--- src/rtl/core/bba_pkg.sv ---
// bba_pkg: shared types and constants of the bitmap block allocator.
// No dependencies; imported by every other file of the block.
package bba_pkg;

	localparam int unsigned MAX_BLOCKS_DEF = 4096;

	localparam int unsigned BLK_W = 21;   // block number / granted block
	localparam int unsigned DS_W  = 20;   // data_start register
	localparam int unsigned NB_W  = 13;   // num_data_blocks register
	localparam int unsigned APB_AW = 3;   // two 32-bit registers
	localparam int unsigned APB_DW = 32;

	localparam logic [7:0] FULL_BYTE = 8'hff;
	localparam int unsigned BITS_PER_BYTE = 8;

	localparam logic CMD_ALLOC = 1'b0;
	localparam logic CMD_FREE  = 1'b1;

	localparam logic REG_DATA_START = 1'b0;
	localparam logic REG_NUM_BLOCKS = 1'b1;

	localparam logic [DS_W-1:0] DATA_START_RST = '0;
	localparam logic [NB_W-1:0] NUM_BLOCKS_RST = NB_W'(4096);

	typedef enum logic [1:0] {
		ST_OK    = 2'd0,
		ST_FULL  = 2'd1,
		ST_RANGE = 2'd2
	} status_t;

	// controller -> datapath
	typedef struct packed {
		logic load;     // capture request
		logic issue;    // scan: read byte at scan pointer, advance
		logic commit;   // scan: set the found bit, grant
		logic free_rd;  // free: read target byte
		logic free_wr;  // free: clear target bit
		logic push;     // move result to output register
	} dp_cmd_t;

	// datapath -> controller
	typedef struct packed {
		logic req_free;
		logic req_in_range;
		logic more;      // scan pointer still inside managed bytes
		logic hit;       // byte under test has a usable clear bit
		logic out_busy;  // output register holds an untaken result
	} dp_stat_t;

endpackage

--- src/rtl/core/bba_ctrl.sv ---
// bba_ctrl: sequencer of the allocator (accept, scan, free, hand off).
// Depends on bba_pkg; drives bba_datapath.
module bba_ctrl
	import bba_pkg::*;
(
	input  logic     clk,
	input  logic     arst_n,
	input  logic     req_valid,
	output logic     req_ready,
	input  dp_stat_t stat,
	output dp_cmd_t  cmd
);

	typedef enum logic [2:0] {
		S_IDLE,
		S_SCAN,
		S_FREE_RD,
		S_FREE_WR,
		S_DONE
	} state_t;

	state_t state_q, state_d;
	logic   accept;

	assign req_ready = state_q == S_IDLE;
	assign accept    = req_valid && req_ready;

	always_comb begin
		cmd = '0;
		state_d = state_q;
		case (state_q)
			S_IDLE: begin
				cmd.load = accept;
				if (accept) begin
					if (!stat.req_free) begin
						state_d = S_SCAN;
					end else if (stat.req_in_range) begin
						state_d = S_FREE_RD;
					end else begin
						state_d = S_DONE;
					end
				end
			end
			S_SCAN: begin
				cmd.issue  = stat.more && !stat.hit;
				cmd.commit = stat.hit;
				if (stat.hit || !stat.more) begin
					state_d = S_DONE;
				end
			end
			S_FREE_RD: begin
				cmd.free_rd = 1'b1;
				state_d = S_FREE_WR;
			end
			S_FREE_WR: begin
				cmd.free_wr = 1'b1;
				state_d = S_DONE;
			end
			S_DONE: begin
				cmd.push = !stat.out_busy;
				if (!stat.out_busy) begin
					state_d = S_IDLE;
				end
			end
			default: begin
				state_d = S_IDLE;
			end
		endcase
	end

	always_ff @(posedge clk or negedge arst_n) begin
		if (!arst_n) begin
			state_q <= S_IDLE;
		end else begin
			state_q <= state_d;
		end
	end

endmodule

--- config.mk ---
export PLATFORM = sky130hd
export DESIGN_NAME = bba_ctrl
export DESIGN_NICKNAME = d
export VERILOG_FILES = /design/src/rtl/core/bba_pkg.sv /design/src/rtl/core/bba_ctrl.sv
export SDC_FILE = /design/constraint.sdc
export NUM_CORES = 1
export LEC_CHECK = 0
export ABC_AREA = 1
export BUFFER_PORTS_ARGS = -buffer_cell sky130_fd_sc_hd__buf_4
export CORE_AREA = 4 4 41 43
export DETAILED_ROUTE_END_ITERATION = 10
export DIE_AREA = 0 0 45 47
export PLACE_DENSITY_LB_ADDON = 0.05
export RECOVER_POWER = 25
export SYNTH_ARGS = -nofsm -noshare
export SYNTH_HDL_FRONTEND = slang
export SYNTH_SLANG_ARGS = --single-unit
export TNS_END_PERCENT = 20
--- constraint.sdc ---
create_clock -name clk -period 2 [get_ports clk]
set_clock_uncertainty 0.1 [all_clocks]
set_input_delay 0.4 -clock clk [delete_from_list [all_inputs] [get_ports clk]]
set_output_delay 0.4 -clock clk [all_outputs]
set_load 0.01 [all_outputs]
## Yosys cells after proc, flatten, opt, wreduce, memory -nomap -nowiden

Cells that the tools add are included.

- Memory bits (read-only): 0
- Memory bits (writable): 0
- Output and inout port bits: 7
- Latch bits: 0
- Input bits: 8
- Memories: 0
- Word-level logic and storage cells: 27
- Register bits: 3

- Reduce and logical (&&, ||, !) cells: 8
- Shifts and indexed selects: 0
- Multiplexer cells: 11
- Bitwise logic cells: 0
- Div/mod/pow operators: 0
- Magnitude comparators: 0
- $add $sub $neg: 0
- Multiply operators: 0
- Equal/unequal tests: 7

Operator list:

| cell | count |
|---|---|
| 3-bit 2-to-1 mux | 5 |
| 3-bit one-hot mux with 5 select lines | 1 |
| 3-bit by 2-bit equality test with 1-bit output (second input constant) | 2 |
| 1-bit 2-to-1 mux | 4 |
| 2-bit inequality test (second input constant) | 2 |
| 3-bit by 1-bit equality test with 1-bit output (second input constant) | 1 |
| 3-bit equality test (second input constant) | 1 |
| 1-bit zero test | 3 |
| 3-bit zero test | 1 |
| 3-bit AND reduction | 1 |
| 1-bit logical AND | 2 |
| 2-bit 2-to-1 mux | 1 |
| 2-bit by 1-bit inequality test with 1-bit output (second input constant) | 1 |
| 1-bit logical OR | 1 |

## Depth between registers and ports, before layout

Gate-level depths: netlist of run 1.

- Depth after elaboration: 4
- Depth in mapped cells: 5

## Worst setup path after synthesis of run 1

Ideal clock, no wire load.

- Path kind: reg-to-output
- Start point: register state_q[2]
- End point: output cmd[0] (netlist name)
- Cell stages (with the launch flop): 3
- Path buffers: 0
- Slack: 0.593 ns
- Arrival time: 0.907 ns
- Cells stage by stage: dfrtp_1 inv_2 nor4_1

RTL lines:

| element | line | source |
|---|---|---|
| start, declared | bba_ctrl.sv:22 | `state_t state_q, state_d;` |
| start signal, assigned | bba_ctrl.sv:75 | `state_q <= state_d;` |
| end, declared | bba_ctrl.sv:11 | `output dp_cmd_t cmd` |

==> parameters.txt, run 1 <==
Parameter                              Value

Outcome
  Outcome ... complete, no violations

Die
  Placeable core area ... 1300 µm²
  Die H ... 47 µm
  Die area ... about 2100 µm²
  Chip width ... 45 µm
  Initial Util ... around a fifth
  I/O pins ... 15
  Total number of placement rows ... 13

Place
  DPL Wire Length ... between 500 and 600 µm
  Port bufs ... 14
  Gpl congestion ... around 0.73

Setup path
  WP data required ... 1.50 ns
  Cell with the largest stage delay on the worst path ... sky130_fd_sc_hd__dfrtp_1
  Largest stage delay on the critical path ... 0.44 ns
  Crit Path Class ... flip-flop to output pin
  Arrival time reported for the critical path endpoint ... roughly 1.2 ns
  Critical Path, Cell by Cell ... inv_2 -> nor4_1 -> buf_4
  Maximum fanout encountered on the critical timing path ... 5
  Critical Path End Type ... output pin
  Element type at the critical path start ... flip-flop

Finish
  Count of nets after finishing ... 65
  Biggest regs ... state_q (3)
  Layout cells sized above 1 ... around 48%
  Most flops, register ... state_q
  Antenna diode count ... 0
  Layout-stage area growth over the synthesis result ... 59.8%
  Number of flip-flops under the largest register name ... 3

Timing
  Setup repair after global routing missed its margin ... false
  Total count of max-transition violations in the final report ... 0
  Final total negative setup slack ... 0 ns
  Number of endpoints with negative hold slack in the final report ... 0
  Min cycle time layout ... about 1.7 ns
  Count of endpoints failing setup in the final report ... 0
  Max Clk Rate ... 0.584 GHz
  Final period util ... about 86%
  Relative max-transition margin ... 82.4%
  Worst slew pin tran ... 0.261 ns

Route
  Routed length per instance ... between 9 and 10 µm
  Iteration count of the initial detailed-routing pass ... 2
  Sum of routed wire length over all layers ... 675 µm
  Count of unresolved DRC violations after routing ... 0
  Total number of vias ... 294
  Mean number of vias per cell ... about 4.1
  Count of nets left with antenna violations after detail routing ... 0
  DR iter-0 viols ... 3

Power
  Leakage power summed over all cells ... 0.241 nW
  Post-layout power ... 0.538 mW
  Pwr per Cell Area ... between 1000 and 1500 nW/µm²
  Worst IR drop on VDD ... 0.400 mV

Synthesis
  Syn nets ... 45
  Syn avg cell area ... 7.07 µm²
  Commonest cells in the synthesized netlist ... sky130_fd_sc_hd__inv_1, sky130_fd_sc_hd__nand2_1, sky130_fd_sc_hd__nand3_1, sky130_fd_sc_hd__nor2_1
  Most frequent cell after synthesis ... sky130_fd_sc_hd__inv_1
  Area share of the leading cell type in the synthesized netlist ... around 29%
  Summed instance area of the synthesized netlist ... 262 µm²
  Portion of the post-synthesis area used by sequential elements ... about 29%
  Cell accounting for the most synthesized area ... sky130_fd_sc_hd__dfrtp_1
  Cell types with the largest area share after synthesis ... sky130_fd_sc_hd__dfrtp_1, sky130_fd_sc_hd__nand3_2, sky130_fd_sc_hd__inv_1
  Syn Inst Count ... 37
  Number of synthesized register bits ... 3
  Main flop type after synthesis ... sky130_fd_sc_hd__dfrtp_1
  EDFF count, synth ... 0
  Synth unique cells ... 16
  Yosys Warn Count ... 0
  Ys async rst share ... 100%

Global routing
  Pin count of the biggest net entering global routing ... 6
  Overflow after GRT ... 0
  Tot GR Track Use ... 6.80%
  Wire length of the first global-routing pass ... 1070 µm
  Number of global-route vias before repair ... 280
  Initial antenna violation count ... 0

Clock tree
  Level count of the clock H-tree ... 1
  Total number of clock tree sinks ... 3
  Max clock buf depth ... 2
  Clock-pin slew on the worst setup and hold paths ... 0.04 ns
  Cell chosen for the clock root ... sky130_fd_sc_hd__clkbuf_4
  Clock tree from TritonCTS ... yes
  TritonCTS buffer count ... 3
  Clock latency of the later-clocked register in the worst-skew pair ... 0.23 ns
  Number of buffers inserted for hold repair after clock tree synthesis ... 1
  Count of cells resized by post-cts repair ... 0
  Post-CTS Setup Repair Bufs ... 0

Job
  Maximum capacitance violations ... 0

Hold path
  Path category of the worst min-delay check ... primary input to flip-flop
-- critical path, delay by kind of cell, from the launching register on --
kind	cells	cell delay (ns)
flip-flops	1	0.44
AND/OR/NAND/NOR	1	0.26
buffers and inverters	2	0.28
-- per-layer routing --
layer	share of wire (%)	GRT usage, %	wire length, µm	vias up
li1	-	-	-	155
met1	40	7.97	268	128
met2	51	12.1	341	9
met3	7.6	0.766	51	2
met4	1.9	3.51	13	0
met5	0	0	0	-
-- cell usage in the layout (no fill, tap or decap) --
cell,count
sky130_fd_sc_hd__inv_1,7
sky130_fd_sc_hd__nor3_1,1
sky130_fd_sc_hd__o21ai_1,1
sky130_fd_sc_hd__buf_4,13
sky130_fd_sc_hd__and3_2,1
sky130_fd_sc_hd__nor2_4,2
sky130_fd_sc_hd__nand4_1,1
sky130_fd_sc_hd__clkinv_2,1
sky130_fd_sc_hd__clkbuf_1,2
sky130_fd_sc_hd__inv_2,2
sky130_fd_sc_hd__a21oi_2,1
sky130_fd_sc_hd__dfrtp_1,3
sky130_fd_sc_hd__clkbuf_4,3
sky130_fd_sc_hd__nand2_1,4
sky130_fd_sc_hd__nor4_1,1
sky130_fd_sc_hd__dlygate4sd3_1,1
sky130_fd_sc_hd__nand3_2,3
sky130_fd_sc_hd__nand3_1,4
sky130_fd_sc_hd__nor2_1,4
sky130_fd_sc_hd__nand2_2,1
-- cell type report --
class                           instances  area [µm²]
Sequential cell                         3        75.1
Timing Repair Buffer                   15         111
Clock buffer                            4        26.3
Fill cell                             160         883
Tap cell                               15        18.8
Inverter                               10        38.8
Multi-Input combinational cell         24         148
-- report_power, final --
part	internal, mW	switching (mW)	total (mW)
Combinational	0.133	0.177	0.310
Clock	0.0747	0.0296	0.104
Sequential	0.0857	0.0379	0.124
-- worst paths after layout --
path                            start          to  slack, ns  cells past startpoint
setup / recovery           state_q[2]      cmd[0]       0.29                      3
hold / removal                stat[3]  state_q[1]       0.35                      3
setup reg to reg           state_q[2]  state_q[0]       0.86                      5
hold reg to reg            state_q[0]  state_q[2]       0.61                      3
max in group asynchronous      arst_n  state_q[1]       1.25                      2
min in group asynchronous      arst_n  state_q[0]       0.40                      2
-- cells by family (layout without fill, tap and decap cells) --
logic type,Yosys count,count (layout),share of synthesized area [%]
simple gates,22,22,51.2
buf+inv,10,29,14.8
flops,3,3,28.7
compound gates,2,2,5.26
-- metrics by stage --
step / utilization, % / instances / hold WS (ns) / instance area, µm² / setup slack (ns)
after detailed placement: 29.6 / 66 / 0.0892 / 385 / 0.532
after global routing: 32.1 / 71 / 0.368 / 418 / 0.235
after CTS: 32.4 / 71 / 0.358 / 422 / 0.279
final: 32.1 / 71 / 0.355 / 418 / 0.288
after floorplan: - / 37 / 0.00441 / 262 / 0.593
after global placement: 29.6 / 66 / 0.0875 / 385 / 0.546
Power figures use the tool's default switching activity.
==> run 2, diff against run 1 <==
--- a/config.mk
+++ b/config.mk
@@ -8,6 +8,7 @@
 export ABC_AREA = 1
 export BUFFER_PORTS_ARGS = -buffer_cell sky130_fd_sc_hd__buf_4
 export CORE_AREA = 4 4 41 43
+export CTS_CLUSTER_DIAMETER = 150
 export DETAILED_ROUTE_END_ITERATION = 10
 export DIE_AREA = 0 0 45 47
 export PLACE_DENSITY_LB_ADDON = 0.05
==> constraint.sdc (replaced) <==
create_clock -name clk -period 1.7 [get_ports clk]
set_clock_uncertainty 0.1 [all_clocks]
set_input_delay 0.34 -clock clk [delete_from_list [all_inputs] [get_ports clk]]
set_output_delay 0.34 -clock clk [all_outputs]
set_load 0.01 [all_outputs]
==> parameters.txt, run 2 (same netlist as run 1, synthesis figures left out) <==
Parameter                              Value

Outcome
  Outcome ... complete, no violations (unchanged)

Clock tree
  Clock tree from TritonCTS ... yes (unchanged)
  TritonCTS buffer count ... 3 (unchanged)
  Total number of clock tree sinks ... 3 (unchanged)
  Clock-pin slew on the worst setup and hold paths ... 0.04 ns (about the same)
  Max clock buf depth ... 2 (unchanged)
  Level count of the clock H-tree ... 1 (unchanged)
  Clock latency of the later-clocked register in the worst-skew pair ... 0.23 ns (about the same)
  Cell chosen for the clock root ... sky130_fd_sc_hd__clkbuf_4 (unchanged)

Setup path
  Element type at the critical path start ... flip-flop (unchanged)
  Maximum fanout encountered on the critical timing path ... 5 (unchanged)
  WP data required ... 1.26 ns (was 1.50 ns)
  Arrival time reported for the critical path endpoint ... 1.16 ns (was 1.21 ns)
  Critical Path End Type ... output pin (unchanged)
  Crit Path Class ... flip-flop to output pin (unchanged)
  Endpoint of the worst-slack reg-to-reg timing path ... state_q[0] (unchanged)
  Depth of the most critical reg-to-reg path ... 4 (was 5)
  Reg-to-reg critical path startpoint ... state_q[1] (was state_q[2])
  Internal reg-to-reg setup slack ... 0.57 ns (was 0.86 ns)

Timing
  Total count of max-transition violations in the final report ... 0 (unchanged)
  Min cycle time layout ... 1.60 ns
  Final period util ... 94.4%
  Max Clk Rate ... 0.623 GHz
  Number of endpoints with negative hold slack in the final report ... 0 (unchanged)
  Relative max-transition margin ... 84.0% (was 82.4%)
  Final total negative setup slack ... 0 ns (unchanged)
  Final worst setup slack ... 0.0957 ns (was 0.288 ns)
  Worst hold margin ... 0.289 ns (was 0.355 ns)
  Setup repair after global routing missed its margin ... false (unchanged)
  Count of endpoints failing setup in the final report ... 0 (unchanged)
  Worst slew pin tran ... 0.237 ns (was 0.261 ns)

Global routing
  Initial antenna violation count ... 0 (unchanged)
  Tot GR Track Use ... 7.11% (was 6.80%)
  Pin count of the biggest net entering global routing ... 6 (unchanged)
  Wire length of the first global-routing pass ... 1110 µm (was 1070 µm)
  Number of global-route vias before repair ... 269 (was 280)
  Overflow after GRT ... 0 (unchanged)

Power
  Power Internal ... 0.345 mW (was 0.293 mW)
  Leakage power summed over all cells ... 0.241 nW (unchanged)
  Worst IR drop on VDD ... 0.337 mV (was 0.400 mV)
  Pwr per Cell Area ... 1500 nW/µm² (was 1290 nW/µm²)
  Seq pwr share ... 23.1% (was 23.0%)
  Switching part of the total ... 45.1% (was 45.4%)
  Share of total power in combinational logic ... 57.5% (was 57.6%)
  Proportion of power drawn by the clock network ... 19.3% (was 19.4%)
  Post-layout power ... 0.629 mW (was 0.538 mW)
  Power spent charging and discharging nets ... 0.283 mW (was 0.244 mW)

Finish
  Biggest regs ... state_q (3) (unchanged)
  Most flops, register ... state_q (unchanged)
  Antenna diode count ... 0 (unchanged)
  Final standard cell area without fillers ... 418 µm² (unchanged)
  Layout-stage area growth over the synthesis result ... 59.8% (unchanged)
  Layout cells sized above 1 ... 48.2% (unchanged)
  Number of flip-flops under the largest register name ... 3 (unchanged)
  Count of nets after finishing ... 65 (unchanged)
  Most common cell after layout, fill and taps aside ... sky130_fd_sc_hd__buf_4 (unchanged)
  Final core occ ... 32.1% (unchanged)
  Non-filler instance count after layout ... 71 (unchanged)
  Leading cell types in the layout, fill and taps excluded ... sky130_fd_sc_hd__buf_4, sky130_fd_sc_hd__inv_1, sky130_fd_sc_hd__nand3_1, sky130_fd_sc_hd__nor2_1, sky130_fd_sc_hd__nand2_1 (unchanged)

Route
  Count of unresolved DRC violations after routing ... 0 (unchanged)
  Count of nets left with antenna violations after detail routing ... 0 (unchanged)
  Total number of vias ... 300 (was 294)
  DR iter-0 viols ... 7 (was 3)
  Sum of routed wire length over all layers ... 699 µm (was 675 µm)
  Iteration count of the initial detailed-routing pass ... 2 (unchanged)
  Routed length per instance ... 9.85 µm (was 9.51 µm)
  Mean number of vias per cell ... 4.23 (was 4.14)

Hold path
  Capture endpoint of the worst hold path ... state_q[1] (unchanged)
  Count of cells along the worst hold path ... 3 (unchanged)
  Hold Crit Start ... stat[3] (unchanged)
  Path category of the worst min-delay check ... primary input to flip-flop (unchanged)

Die
  Die area ... 2120 µm² (unchanged)
  Chip width ... 45 µm (unchanged)
  Initial Util ... 20.1% (unchanged)
  Placeable core area ... 1300 µm² (unchanged)
  Total number of placement rows ... 13 (unchanged)
  I/O pins ... 15 (unchanged)
  Die H ... 47 µm (unchanged)

Place
  Pre-CTS setup slack ... 0.339 ns (was 0.532 ns)
  Placed cells ... 66 (unchanged)
  Port bufs ... 14 (unchanged)
  DPL Wire Length ... 591 µm (was 584 µm)
  DP Area ... 385 µm² (unchanged)
  Gpl congestion ... 0.749 (was 0.727)

Job
  Maximum capacitance violations ... 0 (unchanged)
-- run 2: worst max-delay path by stage --
stage,startpoint,slack [ns],end,depth (start not counted)
after floorplan,state_q[2],0.35,cmd[0],2
after global placement,state_q[0],0.34,cmd[4],5
after detailed placement,state_q[2],0.34,cmd[0],3
after CTS,state_q[2],0.09,cmd[0],3
after global routing,state_q[2],0.003,cmd[0],3
final,state_q[2],0.1,cmd[0],3
-- run 2: critical path: stages, from the launching register on --
cell and delay (ns):
sky130_fd_sc_hd__dfrtp_1 0.43, sky130_fd_sc_hd__inv_2 0.10, sky130_fd_sc_hd__nor4_1 0.24, sky130_fd_sc_hd__buf_4 0.17
-- run 2: what timing repair did --
action,4_1_cts,5_1_grt
resized for setup,0,0
setup buffers,0,0
endpoints found under the hold margin,3,0
hold buffers,1,0
-- run 2: layout make-up --
cell class	instances	area, µm²
Fill cell	152	883
Multi-Input combinational cell	24	148
Timing Repair Buffer	15	111
Sequential cell	3	75.1
Inverter	10	38.8
Clock buffer	4	26.3
Tap cell	15	18.8
-- run 2: power groups by stage --
stage / clock network, mW / registers [mW] / logic [mW]
floorplan: 0 / 0.139 / 0.240
global placement: 0 / 0.146 / 0.367
detailed placement: 0 / 0.145 / 0.366
CTS: 0.128 / 0.145 / 0.370
global route: 0.130 / 0.149 / 0.405
finish: 0.122 / 0.145 / 0.362
-- run 2: layer usage --
metal  GRT usage (%)  part of all wire [%]  vias up
met4            1.75                     0        0
met5               0                     0        -
met1            7.74                    39      134
li1                -                     -      157
met3            1.92                   6.4        0
met2            13.6                    55        9
==> run 3, diff against run 2 <==
--- a/config.mk
+++ b/config.mk
@@ -5,7 +5,6 @@
 export SDC_FILE = /design/constraint.sdc
 export NUM_CORES = 1
 export LEC_CHECK = 0
-export ABC_AREA = 1
 export BUFFER_PORTS_ARGS = -buffer_cell sky130_fd_sc_hd__buf_4
 export CORE_AREA = 4 4 41 43
 export CTS_CLUSTER_DIAMETER = 150
==> parameters.txt, run 3 <==
Parameter                              Value

Power
  Post-layout power ... 0.601 mW (was 0.629 mW)
  Pwr per Cell Area ... 1460 nW/µm² (was 1500 nW/µm²)
  Worst IR drop on VDD ... 0.403 mV (was 0.337 mV)
  Leakage power summed over all cells ... 0.190 nW (was 0.241 nW)

Place
  Port bufs ... 14 (unchanged)
  Gpl congestion ... 0.680 (was 0.749)
  DPL Wire Length ... 502 µm (was 591 µm)
  Pre-CTS setup slack ... 0.0639 ns (was 0.339 ns)
  Placed cells ... 53 (was 66)

Synthesis
  Number of synthesized register bits ... 3 (unchanged)
  Share of the synthesized netlist area taken by xor and xnor gates ... 0% (unchanged)
  Portion of the post-synthesis area used by sequential elements ... 35.5% (was 28.7%)
  EDFF count, synth ... 0 (unchanged)
  Dominant combinational cell family by area after synthesis ... simple AND/OR/NAND/NOR gates (unchanged)
  Summed instance area of the synthesized netlist ... 211 µm² (was 262 µm²)
  Most frequent cell after synthesis ... sky130_fd_sc_hd__dfrtp_1 (was sky130_fd_sc_hd__inv_1)
  Syn nets ... 31 (was 45)
  Main flop type after synthesis ... sky130_fd_sc_hd__dfrtp_1 (unchanged)
  Synth unique cells ... 17 (was 16)
  Syn avg cell area ... 9.19 µm² (was 7.07 µm²)
  Post-synthesis adder-cell area fraction ... 0% (unchanged)
  Ys async rst share ... 100% (unchanged)
  Cell accounting for the most synthesized area ... sky130_fd_sc_hd__dfrtp_1 (unchanged)
  Syn Inst Count ... 23 (was 37)
  Commonest cells in the synthesized netlist ... sky130_fd_sc_hd__dfrtp_1, sky130_fd_sc_hd__nand2_1, sky130_fd_sc_hd__nor2_1, sky130_fd_sc_hd__nor3_1, sky130_fd_sc_hd__nor3b_1 (was sky130_fd_sc_hd__inv_1, sky130_fd_sc_hd__nand2_1, sky130_fd_sc_hd__nand3_1, sky130_fd_sc_hd__nor2_1)
  Multiplexer fraction of the synthesized cell area ... 0% (unchanged)
  Cell types with the largest area share after synthesis ... sky130_fd_sc_hd__dfrtp_1, sky130_fd_sc_hd__a221oi_2, sky130_fd_sc_hd__nor3b_1 (was sky130_fd_sc_hd__dfrtp_1, sky130_fd_sc_hd__nand3_2, sky130_fd_sc_hd__inv_1)
  Area share of the leading cell type in the synthesized netlist ... 35.5% (was 28.7%)
  Yosys Warn Count ... 0 (unchanged)
  Synthesized-area fraction occupied by ao, oa, aoi and oai cells ... 13.6% (was 5.26%)
  Simple-gate portion of the synthesized area ... 46.7% (was 51.2%)

Timing
  Worst hold margin ... 0.305 ns (was 0.289 ns)
  Min cycle time layout ... 1.72 ns (was 1.60 ns)
  Relative max-transition margin ... 76.6% (was 84.0%)
  Worst slew pin tran ... 0.351 ns (was 0.237 ns)
  Number of endpoints with negative hold slack in the final report ... 0 (unchanged)
  Count of endpoints failing setup in the final report ... 1 (was 0)
  Max Clk Rate ... 0.582 GHz (was 0.623 GHz)
  Total count of max-transition violations in the final report ... 0 (unchanged)
  Final period util ... 101% (was 94.4%)
  Setup repair after global routing missed its margin ... true (was false)
  Final worst setup slack ... -0.0177 ns (was 0.0957 ns)

Outcome
  Violations in the final reports ... negative setup slack
  Outcome ... finished with violations (was complete, no violations)

Route
  Count of nets left with antenna violations after detail routing ... 0 (unchanged)
  Mean number of vias per cell ... 4.27 (was 4.23)
  Iteration count of the initial detailed-routing pass ... 1 (was 2)
  DR iter-0 viols ... 0 (was 7)
  Sum of routed wire length over all layers ... 675 µm (was 699 µm)
  Total number of vias ... 252 (was 300)
  Count of unresolved DRC violations after routing ... 0 (unchanged)
  Routed length per instance ... 11.4 µm (was 9.85 µm)

Setup path
  WP data required ... 1.26 ns (about the same)
  Endpoint of the worst-slack reg-to-reg timing path ... state_q[0] (unchanged)
  Critical Path End Type ... output pin (unchanged)
  Startpoint of the most critical setup path ... state_q[1] (was state_q[2])
  Internal reg-to-reg setup slack ... 0.34 ns (was 0.57 ns)
  Element type at the critical path start ... flip-flop (unchanged)
  Maximum fanout encountered on the critical timing path ... 2 (was 5)
  Arrival time reported for the critical path endpoint ... 1.28 ns (was 1.16 ns)
  Crit Path Class ... flip-flop to output pin (unchanged)
  Reg-to-reg critical path startpoint ... state_q[1] (unchanged)
  Depth of the most critical reg-to-reg path ... 3 (was 4)
  Critical path endpoint ... cmd[4] (was cmd[0])

Hold path
  Path category of the worst min-delay check ... primary input to flip-flop (unchanged)

Finish
  Biggest regs ... state_q (3) (unchanged)
  Final core occ ... 31.6% (was 32.1%)
  Layout cells sized above 1 ... 59.1% (was 48.2%)
  Most common cell after layout, fill and taps aside ... sky130_fd_sc_hd__buf_4 (unchanged)
  Count of nets after finishing ... 53 (was 65)
  Layout-stage area growth over the synthesis result ... 94.7% (was 59.8%)
  Number of fill cells in the layout ... 151 (was 152)
  Number of flip-flops under the largest register name ... 3 (unchanged)
  Area of the multi-input gates ... 146 µm² (was 148 µm²)
  Leading cell types in the layout, fill and taps excluded ... sky130_fd_sc_hd__buf_4, sky130_fd_sc_hd__clkbuf_4, sky130_fd_sc_hd__dfrtp_1 (was sky130_fd_sc_hd__buf_4, sky130_fd_sc_hd__inv_1, sky130_fd_sc_hd__nand3_1, sky130_fd_sc_hd__nor2_1, sky130_fd_sc_hd__nand2_1)
  Antenna diode count ... 0 (unchanged)
  Most flops, register ... state_q (unchanged)
  Non-filler instance count after layout ... 59 (was 71)
  Combined flip-flop and latch cell area ... 75.1 µm² (unchanged)

Clock tree
  TritonCTS buffer count ... 3 (unchanged)
  Max clock buf depth ... 2 (unchanged)
  Level count of the clock H-tree ... 1 (unchanged)
  Clock latency of the later-clocked register in the worst-skew pair ... 0.23 ns (about the same)
  Clock tree from TritonCTS ... yes (unchanged)
  Clock-pin slew on the worst setup and hold paths ... 0.04 ns (about the same)
  Cell chosen for the clock root ... sky130_fd_sc_hd__clkbuf_4 (unchanged)
  Total number of clock tree sinks ... 3 (unchanged)

Global routing
  Overflow after GRT ... 0 (unchanged)
  Initial antenna violation count ... 0 (unchanged)
  Number of global-route vias before repair ... 244 (was 269)
  Wire length of the first global-routing pass ... 1010 µm (was 1110 µm)
  Pin count of the biggest net entering global routing ... 10 (was 6)
  Tot GR Track Use ... 7.44% (was 7.11%)

Die
  Placeable core area ... 1300 µm² (unchanged)
  Die H ... 47 µm (unchanged)
  Chip width ... 45 µm (unchanged)
  Initial Util ... 16.3% (was 20.1%)
  I/O pins ... 15 (unchanged)
  Die area ... 2120 µm² (unchanged)
  Total number of placement rows ... 13 (unchanged)

Job
  Maximum capacitance violations ... 0 (unchanged)
-- run 3: metal layers --
layer	share of wire (%)	GRT usage, %	routed length [µm]
met1	43	8.68	287
met2	47	9.89	319
met3	7.1	1.15	48
met4	2.8	10.5	19
met5	0	0	0
-- run 3: worst min path at each step --
stage / slack [ns] / startpoint / end / cells past startpoint
5_1_grt: 0.31 / stat[4] / state_q[0] / 3
3_3_place_gp: 0.03 / arst_n / state_q[2] / 1
2_1_floorplan: -0.06 / arst_n / state_q[0] / 0
6_report: 0.31 / stat[4] / state_q[0] / 3
3_5_place_dp: 0.03 / arst_n / state_q[2] / 1
4_1_cts: 0.30 / stat[4] / state_q[0] / 3
-- run 3: report_power, final --
group | switching (mW) | internal [mW] | leakage, nW
registers | 0.0495 | 0.0987 | 0.0389
logic | 0.141 | 0.188 | 0.136
clock network | 0.0371 | 0.0880 | 0.0150
total | 0.227 | 0.374 | 0.190
-- run 3: stage by stage --
step                instance area, µm²  TNS, ns
finish                             412  -0.0177
global route                       412   -0.102
CTS                                409  -0.0443
detailed placement                 349        0
global placement                   349        0
floorplan                          211        0
-- run 3: repair_timing --
action	in CTS	in global routing
setup buffers	1	0
gates resized for setup	3	2
setup endpoints to repair	2	5
endpoints found under the hold margin	3	0
hold buffers	1	0
pin swaps	2	0
-- run 3: final cells by class --
class                   instances  area share, %
multi-input cells              18           35.6
well taps                      15           4.56
flip-flops and latches          3           18.2
clock buffers                   4           6.38
repair buffers                 19           35.3
-- run 3: cells by family (layout without fill, tap and decap cells) --
group | after synthesis | after routing
and+or+nand+nor | 15 | 15
AOI/OAI and AO/OA | 3 | 3
DFF | 3 | 3
buffers and inverters | 2 | 23
-- run 3: worst max-delay path, cell delays in order, from the launching register on --
cell                      delay, ns
sky130_fd_sc_hd__dfrtp_1       0.37
sky130_fd_sc_hd__or3b_4        0.39
sky130_fd_sc_hd__nor3b_2       0.15
sky130_fd_sc_hd__buf_4         0.13
